### src/sv/vccc_pkg.sv
// types, corner tables and face classification shared by the cell classifier
package vccc_pkg;

  localparam int unsigned IN_LABEL_W = 16;
  localparam int unsigned NUM_CORNERS = 8;
  localparam int unsigned NUM_EDGES = 12;
  localparam int unsigned NUM_FACES = 6;

  typedef logic [2:0] corner_idx_t;
  typedef logic [1:0] face_code_t;
  typedef logic [1:0] vertex_code_t;

  localparam face_code_t FACE_NONE     = 2'd0;
  localparam face_code_t FACE_SURFACE  = 2'd1;
  localparam face_code_t FACE_JUNCTION = 2'd2;

  localparam vertex_code_t VTX_NONE    = 2'd0;
  localparam vertex_code_t VTX_SURFACE = 2'd1;
  localparam vertex_code_t VTX_EDGE    = 2'd2;
  localparam vertex_code_t VTX_CORNER  = 2'd3;

  // corner pairs of the cell edges, edge 0 first
  localparam corner_idx_t EDGE_PAIR [NUM_EDGES][2] = '{
    '{3'd0, 3'd3}, '{3'd1, 3'd2}, '{3'd0, 3'd1}, '{3'd2, 3'd3},
    '{3'd4, 3'd7}, '{3'd5, 3'd6}, '{3'd4, 3'd5}, '{3'd6, 3'd7},
    '{3'd0, 3'd4}, '{3'd1, 3'd5}, '{3'd3, 3'd7}, '{3'd2, 3'd6}
  };

  // face corners in ring order: left, right, back, front, bottom, top
  localparam corner_idx_t FACE_CORNER [NUM_FACES][4] = '{
    '{3'd0, 3'd3, 3'd7, 3'd4}, '{3'd1, 3'd2, 3'd6, 3'd5},
    '{3'd0, 3'd1, 3'd5, 3'd4}, '{3'd3, 3'd2, 3'd6, 3'd7},
    '{3'd0, 3'd1, 3'd2, 3'd3}, '{3'd4, 3'd5, 3'd6, 3'd7}
  };

  // equality flags of one face's corners a,b,c,d
  typedef struct packed {
    logic ab;
    logic ac;
    logic ad;
    logic bc;
    logic bd;
    logic cd;
  } face_eq_t;

  typedef struct packed {
    logic [IN_LABEL_W-1:0] label_0;
    logic [IN_LABEL_W-1:0] label_1;
    logic [IN_LABEL_W-1:0] label_2;
    logic [IN_LABEL_W-1:0] label_3;
    logic [IN_LABEL_W-1:0] label_4;
    logic [IN_LABEL_W-1:0] label_5;
    logic [IN_LABEL_W-1:0] label_6;
    logic [IN_LABEL_W-1:0] label_7;
  } in_word_t;

  typedef struct packed {
    logic [11:0]  edge_crossings;
    logic [11:0]  face_types;
    vertex_code_t vertex_type;
    logic [2:0]   junction_count;
  } out_word_t;

  function automatic face_code_t classify_face(input face_eq_t eq);
    logic [2:0] distinct;
    face_code_t code;
    distinct = 3'd1 + {2'b00, ~eq.ab} + {2'b00, ~eq.ac & ~eq.bc}
             + {2'b00, ~eq.ad & ~eq.bd & ~eq.cd};
    if (distinct == 3'd1) begin
      code = FACE_NONE;
    end else if (distinct == 3'd2) begin
      code = (eq.ac && eq.bd) ? FACE_JUNCTION : FACE_SURFACE;
    end else begin
      code = FACE_JUNCTION;
    end
    return code;
  endfunction

endpackage

### src/sv/voxel_cell_crossing_classifier.sv
// surface-nets cell classifier: four-stage pipeline from corner labels to cell type
//
//   channel  ports                        direction  handshake
//   input    start, busy, in_word         in         start & !busy
//   result   out_valid, out_word          out        out_valid strobe
//
// one word enters every cycle; busy is held low
// a result is registered in each of the stages below in turn before it leaves
// stages: label capture, corner compares, face classification, vertex type
// synchronous active-low reset clears the valid bits only
// the receiver takes each result in its strobe cycle, so nothing waits
module voxel_cell_crossing_classifier #(
  parameter int unsigned LABEL_WIDTH = 16
) (
  input  logic                 clk,
  input  logic                 rst_n,
  input  logic                 start,
  output logic                 busy,
  input  vccc_pkg::in_word_t   in_word,
  output logic                 out_valid,
  output vccc_pkg::out_word_t  out_word
);

  localparam int unsigned CMP_W =
    (LABEL_WIDTH < vccc_pkg::IN_LABEL_W) ? LABEL_WIDTH : vccc_pkg::IN_LABEL_W;

  logic [CMP_W-1:0] lab_in [vccc_pkg::NUM_CORNERS];

  logic             s1_valid_r;
  logic [CMP_W-1:0] s1_lab_r [vccc_pkg::NUM_CORNERS];

  logic                     s2_valid_r;
  logic [11:0]              s2_edges_r;
  logic [11:0]              s2_edges_nxt;
  vccc_pkg::face_eq_t       s2_eq_r  [vccc_pkg::NUM_FACES];
  vccc_pkg::face_eq_t       s2_eq_nxt [vccc_pkg::NUM_FACES];

  logic        s3_valid_r;
  logic [11:0] s3_edges_r;
  logic [11:0] s3_faces_r;
  logic [11:0] s3_faces_nxt;

  logic                out_valid_r;
  vccc_pkg::out_word_t out_word_r;
  vccc_pkg::out_word_t out_word_nxt;

  assign busy = 1'b0;

  // label capture, keeping only the compared bits
  always_comb begin
    lab_in[0] = in_word.label_0[CMP_W-1:0];
    lab_in[1] = in_word.label_1[CMP_W-1:0];
    lab_in[2] = in_word.label_2[CMP_W-1:0];
    lab_in[3] = in_word.label_3[CMP_W-1:0];
    lab_in[4] = in_word.label_4[CMP_W-1:0];
    lab_in[5] = in_word.label_5[CMP_W-1:0];
    lab_in[6] = in_word.label_6[CMP_W-1:0];
    lab_in[7] = in_word.label_7[CMP_W-1:0];
  end

  always_ff @(posedge clk) begin
    if (!rst_n) begin
      s1_valid_r <= 1'b0;
    end else begin
      s1_valid_r <= start & ~busy;
    end
    for (int i = 0; i < vccc_pkg::NUM_CORNERS; i++) begin
      s1_lab_r[i] <= lab_in[i];
    end
  end

  // corner compares
  always_comb begin
    vccc_pkg::corner_idx_t a, b, c, d;
    for (int e = 0; e < vccc_pkg::NUM_EDGES; e++) begin
      s2_edges_nxt[e] = s1_lab_r[vccc_pkg::EDGE_PAIR[e][0]]
                        != s1_lab_r[vccc_pkg::EDGE_PAIR[e][1]];
    end
    for (int f = 0; f < vccc_pkg::NUM_FACES; f++) begin
      a = vccc_pkg::FACE_CORNER[f][0];
      b = vccc_pkg::FACE_CORNER[f][1];
      c = vccc_pkg::FACE_CORNER[f][2];
      d = vccc_pkg::FACE_CORNER[f][3];
      s2_eq_nxt[f].ab = s1_lab_r[a] == s1_lab_r[b];
      s2_eq_nxt[f].ac = s1_lab_r[a] == s1_lab_r[c];
      s2_eq_nxt[f].ad = s1_lab_r[a] == s1_lab_r[d];
      s2_eq_nxt[f].bc = s1_lab_r[b] == s1_lab_r[c];
      s2_eq_nxt[f].bd = s1_lab_r[b] == s1_lab_r[d];
      s2_eq_nxt[f].cd = s1_lab_r[c] == s1_lab_r[d];
    end
  end

  always_ff @(posedge clk) begin
    if (!rst_n) begin
      s2_valid_r <= 1'b0;
    end else begin
      s2_valid_r <= s1_valid_r;
    end
    s2_edges_r <= s2_edges_nxt;
    for (int f = 0; f < vccc_pkg::NUM_FACES; f++) begin
      s2_eq_r[f] <= s2_eq_nxt[f];
    end
  end

  // face classification
  always_comb begin
    for (int f = 0; f < vccc_pkg::NUM_FACES; f++) begin
      s3_faces_nxt[2*f +: 2] = vccc_pkg::classify_face(s2_eq_r[f]);
    end
  end

  always_ff @(posedge clk) begin
    if (!rst_n) begin
      s3_valid_r <= 1'b0;
    end else begin
      s3_valid_r <= s2_valid_r;
    end
    s3_edges_r <= s2_edges_r;
    s3_faces_r <= s3_faces_nxt;
  end

  // junction count and vertex type
  always_comb begin
    logic [2:0] junc;
    logic       any_face;
    junc     = 3'd0;
    any_face = 1'b0;
    for (int f = 0; f < vccc_pkg::NUM_FACES; f++) begin
      if (s3_faces_r[2*f +: 2] == vccc_pkg::FACE_JUNCTION) begin
        junc = junc + 3'd1;
      end
      if (s3_faces_r[2*f +: 2] != vccc_pkg::FACE_NONE) begin
        any_face = 1'b1;
      end
    end
    out_word_nxt.edge_crossings = s3_edges_r;
    out_word_nxt.face_types     = s3_faces_r;
    out_word_nxt.junction_count = junc;
    priority if (!any_face) begin
      out_word_nxt.vertex_type = vccc_pkg::VTX_NONE;
    end else if (junc == 3'd0) begin
      out_word_nxt.vertex_type = vccc_pkg::VTX_SURFACE;
    end else if (junc <= 3'd2) begin
      out_word_nxt.vertex_type = vccc_pkg::VTX_EDGE;
    end else begin
      out_word_nxt.vertex_type = vccc_pkg::VTX_CORNER;
    end
  end

  always_ff @(posedge clk) begin
    if (!rst_n) begin
      out_valid_r <= 1'b0;
    end else begin
      out_valid_r <= s3_valid_r;
    end
    out_word_r <= out_word_nxt;
  end

  assign out_valid = out_valid_r;
  assign out_word  = out_word_r;

endmodule

### config.mk
export PLATFORM = sky130hd
export DESIGN_NAME = voxel_cell_crossing_classifier
export DESIGN_NICKNAME = d
export VERILOG_FILES = /design/src/sv/vccc_pkg.sv /design/src/sv/voxel_cell_crossing_classifier.sv
export SDC_FILE = /design/constraint.sdc
export NUM_CORES = 1
export LEC_CHECK = 0
export BUFFER_PORTS_ARGS = -buffer_cell sky130_fd_sc_hd__buf_2
export CAP_MARGIN = 5
export CORE_AREA = 4 4 145 147
export CTS_CLUSTER_DIAMETER = 200
export DETAILED_ROUTE_END_ITERATION = 8
export DIE_AREA = 0 0 149 151
export PLACE_DENSITY_LB_ADDON = 0.1
export SYNTH_ARGS = -nofsm -noshare
export SYNTH_HDL_FRONTEND = slang
export SYNTH_SLANG_ARGS = --single-unit
### constraint.sdc
create_clock -name clk -period 2.8 [get_ports clk]
set_input_delay 0.56 -clock clk [delete_from_list [all_inputs] [get_ports clk]]
set_output_delay 0.56 -clock clk [all_outputs]
set_load 0.005 [all_outputs]
* Yosys cells after proc, flatten, opt, wreduce, memory -nomap -nowiden *
Memories as Yosys holds them, arrays and structs flattened.
Cells that the tools add are included.

storage, ports and cells
  logic and storage cells = 214
  bits in writable memories = 164
  memories = 2
  output and inout bits = 31
  input bits = 131
  register bits = 69

memories
  name      depth  bits a word  rd ports  clocked after Yosys merged registers in  wr ports  line                                  source
  s1_lab_r  8      16           8         0                                        8         voxel_cell_crossing_classifier.sv:30  logic [CMP_W-1:0] s1_lab_r [vccc_pkg::NUM_CORNERS];
  s2_eq_r   6      6            6         0                                        6         voxel_cell_crossing_classifier.sv:35  vccc_pkg::face_eq_t s2_eq_r [vccc_pkg::NUM_FACES];

operators by class
  reduce and logical (&&, ||, !) cells = 20
  mux-type cells = 26
  bitwise logic cells = 61
  add/sub/neg operators = 23
  order comparisons = 1
  eq/ne operators = 58

operators with widths
  operator               number
  $eq A16 B16 Y1         28
  $ne A16 B16 Y1         12
  $not A1 Y1             43
  $mux W2                12
  $add A2 B1 Y3          6
  $add A3 B1 Y3          6
  $and A1 B1 Y1          18
  $eq A3 B1 Y1 const B   6
  $eq A3 B2 Y1 const B   6
  $mux W3                5
  $reduce_or A2 Y1       7
  $add A1 B1 Y2 const A  6
  $add A3 B1 Y3 const B  4
  $eq A2 B2 Y1 const B   6
  $reduce_bool A2 Y1     6
  $mux W1                9
  $logic_and A1 B1 Y1    6
  $le A3 B2 Y1 const B   1
  $logic_not A3 Y1       1
  $add A1 B1 Y2 const B  1

* Longest topological paths before layout *
  depth after elaboration = 15
  gate-level depth with buffers = 15
  gate-level depth less buffers = 15

* Worst setup path after synthesis *
No wires, ideal clock.

  kind = reg2reg
  from = register s3_faces_r[1]
  to = register out_word_r (netlist bit out_word[3])
  buffers on the path = 0
  data required time = 2.730 ns
  data arrival time = 2.803 ns
  clock period less this slack = 2.873 ns
  path slack = -0.073 ns
  stages on the path, launching flop included = 16
  library setup time = 0.070 ns
  cell sequence = dfxtp_1 > nor2b_1 > inv_1 > ha_1 > and3b_1 > a31oi_1 > xor2_1 > mux2i_1 > ha_1 > nor3b_1 > nor2_1 > ha_1 > a21oi_1 > a221o_1 > xor2_1 > a21oi_1

on the way
  longest elaborated chain between the ends = 15
  elaborated cells between the ends (all ways) = 23
  those cells by class = add/sub: 5; order compare: 1; eq/ne: 1; mux: 14; reduce/logical: 2

ends and longest elaborated chain
  item                      line                                   source
  start: declaration        voxel_cell_crossing_classifier.sv:40   logic [11:0] s3_faces_r;
  start signal: assignment  voxel_cell_crossing_classifier.sv:119  s3_faces_r <= s3_faces_nxt;
  $eq A2 B2 Y1              voxel_cell_crossing_classifier.sv:129  if (s3_faces_r[2*f +: 2] == vccc_pkg::FACE_JUNCTION) begin
  $mux W1                   voxel_cell_crossing_classifier.sv:129
  $add A1 B1 Y2             voxel_cell_crossing_classifier.sv:130  junc = junc + 3'd1;
  $mux W3                   voxel_cell_crossing_classifier.sv:129
  $add A3 B1 Y3             voxel_cell_crossing_classifier.sv:130
  $mux W3                   voxel_cell_crossing_classifier.sv:129
  $add A3 B1 Y3             voxel_cell_crossing_classifier.sv:130
  $mux W3                   voxel_cell_crossing_classifier.sv:129
  $add A3 B1 Y3             voxel_cell_crossing_classifier.sv:130
  $mux W3                   voxel_cell_crossing_classifier.sv:129
  $add A3 B1 Y3             voxel_cell_crossing_classifier.sv:130
  $mux W3                   voxel_cell_crossing_classifier.sv:129
  $le A3 B2 Y1              voxel_cell_crossing_classifier.sv:143  end else if (junc <= 3'd2) begin
  $mux W1                   voxel_cell_crossing_classifier.sv:143
  $mux W1                   voxel_cell_crossing_classifier.sv:141  end else if (junc == 3'd0) begin
  end signal: assignment    voxel_cell_crossing_classifier.sv:156  out_word_r <= out_word_nxt;
  end: declaration          voxel_cell_crossing_classifier.sv:44   vccc_pkg::out_word_t out_word_r;

Parallel ways exist; a longest one is shown, timed or not.
A chain may end at the register's enable or synchronous reset.

* Worst setup path in the final report *
Same ends and word-level chain as after synthesis.

==> key figures <==
Critical path
  – R2R Setup Slk: -0.11 ns
  – Crit path from: s3_faces_r[1]
  – Worst-path maximum fanout: 3
  – CP Class: reg -> reg
  – WP data arrival: 3.34 ns
  – Crit. End Element: flop
  – R2R depth: 15
  – Worst reg2reg path endpoint: out_word[3]
  – Critical Path Start Type: flop
  – R2R Path Start: s3_faces_r[1]
  – Worst Setup EP: out_word[3]
  – Crit path required time: 3.23 ns

Synthesis
  – Post-Synth Adder-Cell Area: 0.0277
  – Synth cell types: 32
  – Gate Count Post-Synth: 992
  – Mapped Nets: 1145
  – Simple-Gate Fraction of Synth Area: 0.102
  – Post-synth EDFFs: 0
  – XOR/XNOR Fraction of Synth Area: 0.349
  – Mapped Area: 9940 um^2
  – Yosys warns: 0
  – Multiplexer share of the synthesized area: 0.00101
  – Compound-Gate Fraction of Synth Area: 0.0123
  – Fraction of registers with async set/reset: 0
  – Share of the yosys chip area belonging to registers: 0.445
  – Largest family of logic cells by synthesized area: XOR/XNOR gates
  – Post-synth top flop: dfxtp_1
  – Synth Register Bits: 221
  – Syn avg cell area: 10.0 um^2

Clock network
  – Hold-fix buffers, CTS: 0
  – CTS Root Cell: clkbuf_16
  – Clk buf depth: 3
  – TritonCTS Sinks: 221
  – TritonCTS clock tree: built
  – H-tree depth: 1
  – Clock Latency Late Sink: 0.50 ns
  – CTS buffer count: 23
  – Reg clk slew, reported paths: 0.06 ns

Drt
  – Total number of vias: 6906
  – Initial DRC Count: 479
  – Detailed Routing Iterations Pass 1: 5
  – Vias per Instance: 5.10
  – DRT Wirelength: 30900 um
  – Avg WL per Cell: 22.8 um
  – Post-detailed-route DRC marker count: 0
  – Antenna viol nets, final: 0

Placed design
  – GPL Wtd Cong: 0.996
  – # port buffers: 160
  – Detailed placer's ending HPWL: 24300 um
  – DP Area: 10800 um^2
  – Placement Setup Slack: -0.153 ns

GRT
  – Gr ovfl total: 0
  – First-pass GRT wire length: 44100 um
  – Pin count of the biggest net entering global routing: 14
  – Total track usage: 0.270
  – Initial antenna violation count: 0
  – Vias in the first global route: 6943

Timing
  – Period utilisation layout: 1.04
  – Worst clock skew: 0.00994 ns
  – Worst slew pin tran: 0.764 ns
  – Final TNS setup: -0.115 ns
  – Achievable Freq: 344 MHz
  – RSZ-0062 raised after global routing: yes
  – Hold WS: 0.157 ns
  – Max-slew violation count: 0
  – Slew margin rel.: 0.486
  – Fin. Hold Viols: 0
  – Min Tclk post-route: 2.91 ns
  – Fin worst setup slack: -0.108 ns
  – Setup-failing EPs final: 2

Power
  – Power share of the clock group: 0.391
  – Power Dens Cells: 606 nW/um^2
  – Cell Int Power: 5.22 mW
  – Comb power frac: 0.097
  – Switch share: 0.250
  – Leakage: 4.75 nW
  – Worst vdd ir: 584 uV
  – Reg power frac: 0.513
  – Sw power: 1.74 mW

Floorplan
  – Die width: 149 um
  – Die area: 22500 um^2
  – Io pins: 162
  – Initial Utilization: 0.499
  – Height of the die: 151 um
  – # rows: 52
  – Core area: 19900 um^2

Hold path
  – Hold crit path type: in -> reg

Finish
  – Antenna Cells: 0
  – Area growth from synthesis to final layout: 15.7%
  – Fin area: 11500 um^2
  – FILL cells: 1786
  – Final #Nets: 1227
  – Layout cells sized above 1: 0.215
  – Layout Utilization: 0.578

Outcome
  – Outcome: complete, but fails checks
  – Failing checks: setup timing

Run
  – MaxCap Viol Count: 0
## worst max-delay path, cell delays in order (launching register included)
cell	delay, ns
dfxtp_2	0.32
nor2b_4	0.15
inv_2	0.06
ha_4	0.14
and3b_1	0.17
a31oi_1	0.16
xor2_1	0.21
mux2i_1	0.12
ha_1	0.32
nor3b_2	0.20
nor2_1	0.06
ha_1	0.29
a21oi_2	0.05
a221o_1	0.31
xor2_1	0.15
a21oi_1	0.12
## per-layer routing
| metal | share of wire | GRT usage | up-vias | routed length, um |
|---|---|---|---|---|
| met5 | 0 | 0 | - | 0 |
| met4 | 0.036 | 0.0998 | 0 | 1120 |
| met3 | 0.072 | 0.0314 | 48 | 2230 |
| met2 | 0.47 | 0.456 | 299 | 14600 |
| met1 | 0.42 | 0.358 | 3252 | 13000 |
| li1 | - | - | 3307 | - |
## how the worst min path moves through the flow
stage	from	to	slack [ns]	cells after the start
global placement	s3_edges_r[0]	out_word[17]	0.31	0
finish	in_word[112]	s1_lab_r[0][0]	0.16	1
global route	in_word[45]	s1_lab_r[1][29]	0.14	1
floorplan	s3_edges_r[0]	out_word[17]	0.31	0
detailed placement	s3_edges_r[4]	out_word[21]	0.31	0
CTS	in_word[32]	s1_lab_r[1][16]	0.14	1
## cell type report
cell class	count	area, um^2	share of cell area
clock buffer	30	642	0.0558
timing repair buffer	187	1000	0.0872
clock inverter	6	38.8	0.00337
tap	270	338	0.0294
multi-input combinational	610	4940	0.429
sequential	221	4430	0.385
inverter	31	116	0.0101
## state kept, by name, indices dropped and copies added, names as in the netlist
name / flops
s3_valid_r: 1
out_word: 29
s2_valid_r: 1
s1_lab_r: 128
s2_eq_r: 24
s1_valid_r: 1
s3_edges_r: 12
s2_edges_r: 12
s3_faces_r: 12
out_valid: 1
## stage by stage
stage | power [mW] | instances
floorplan | 4.00 | 992
global placement | 4.30 | 1315
detailed placement | 4.30 | 1315
CTS | 7.02 | 1354
global route | 7.22 | 1355
finish | 6.97 | 1355
## placed cells by master (no fill, tap or decap), types with 2 or more instances in the layout
cell,Yosys,routed
a2111oi_0,2,2
a21oi_1,14,13
a31oi_1,4,4
and2_1,4,4
buf_2,0,160
buf_4,1,27
clkbuf_1,112,3
clkbuf_16,0,23
clkbuf_8,0,4
clkinv_2,0,3
clkinvlp_4,0,2
dfxtp_1,221,220
ha_1,22,21
inv_1,31,29
inv_2,0,2
nand2_1,8,8
nand2b_1,3,2
nand4_1,60,60
nor2_1,19,19
nor2b_1,4,3
nor4_1,63,63
or2_2,2,2
or3_1,5,5
xnor2_1,195,195
xor2_1,194,194
## power by group through the flow
stage          sequential (mW)  clock [mW]  combinational [mW]
2_1_floorplan             3.33           0               0.672
3_3_place_gp              3.63           0               0.665
3_5_place_dp              3.63           0               0.668
4_1_cts                   3.56        2.78               0.673
5_1_grt                   3.58        2.91               0.731
6_report                  3.57        2.72               0.675
## Yosys cell counts, drive strengths merged (2+ instances only)
cell type / instances / area (um^2)
a2111oi: 2 / 17.5
a21oi: 14 / 70.1
a31oi: 4 / 25.0
and2: 4 / 25.0
buf: 18 / 78.8
clkbuf: 112 / 420
dfxtp: 221 / 4420
ha: 22 / 275
inv: 31 / 116
nand2: 8 / 30.0
nand2b: 3 / 18.8
nand4: 60 / 375
nor2: 19 / 71.3
nor2b: 4 / 25.0
nor4: 63 / 394
or2: 2 / 12.5
or3: 5 / 31.3
xnor2: 196 / 1740
xor2: 195 / 1720
## logic make-up after synthesis
family,Yosys count
xor gates and xnor gates,392
DFF,221
and+or+nand+nor,173
AOI/OAI and AO/OA,21
muxes,1
buffers and inverters,161
adders and majority gates,22
other,1
## repair_timing
action / in CTS / in global routing
resized for setup: 8 / 0
endpoints found under the setup margin: 3 / 4
buffers inserted: 3 / 1
pin swaps: 7 / 4
(Power assumes the default switching activity.)
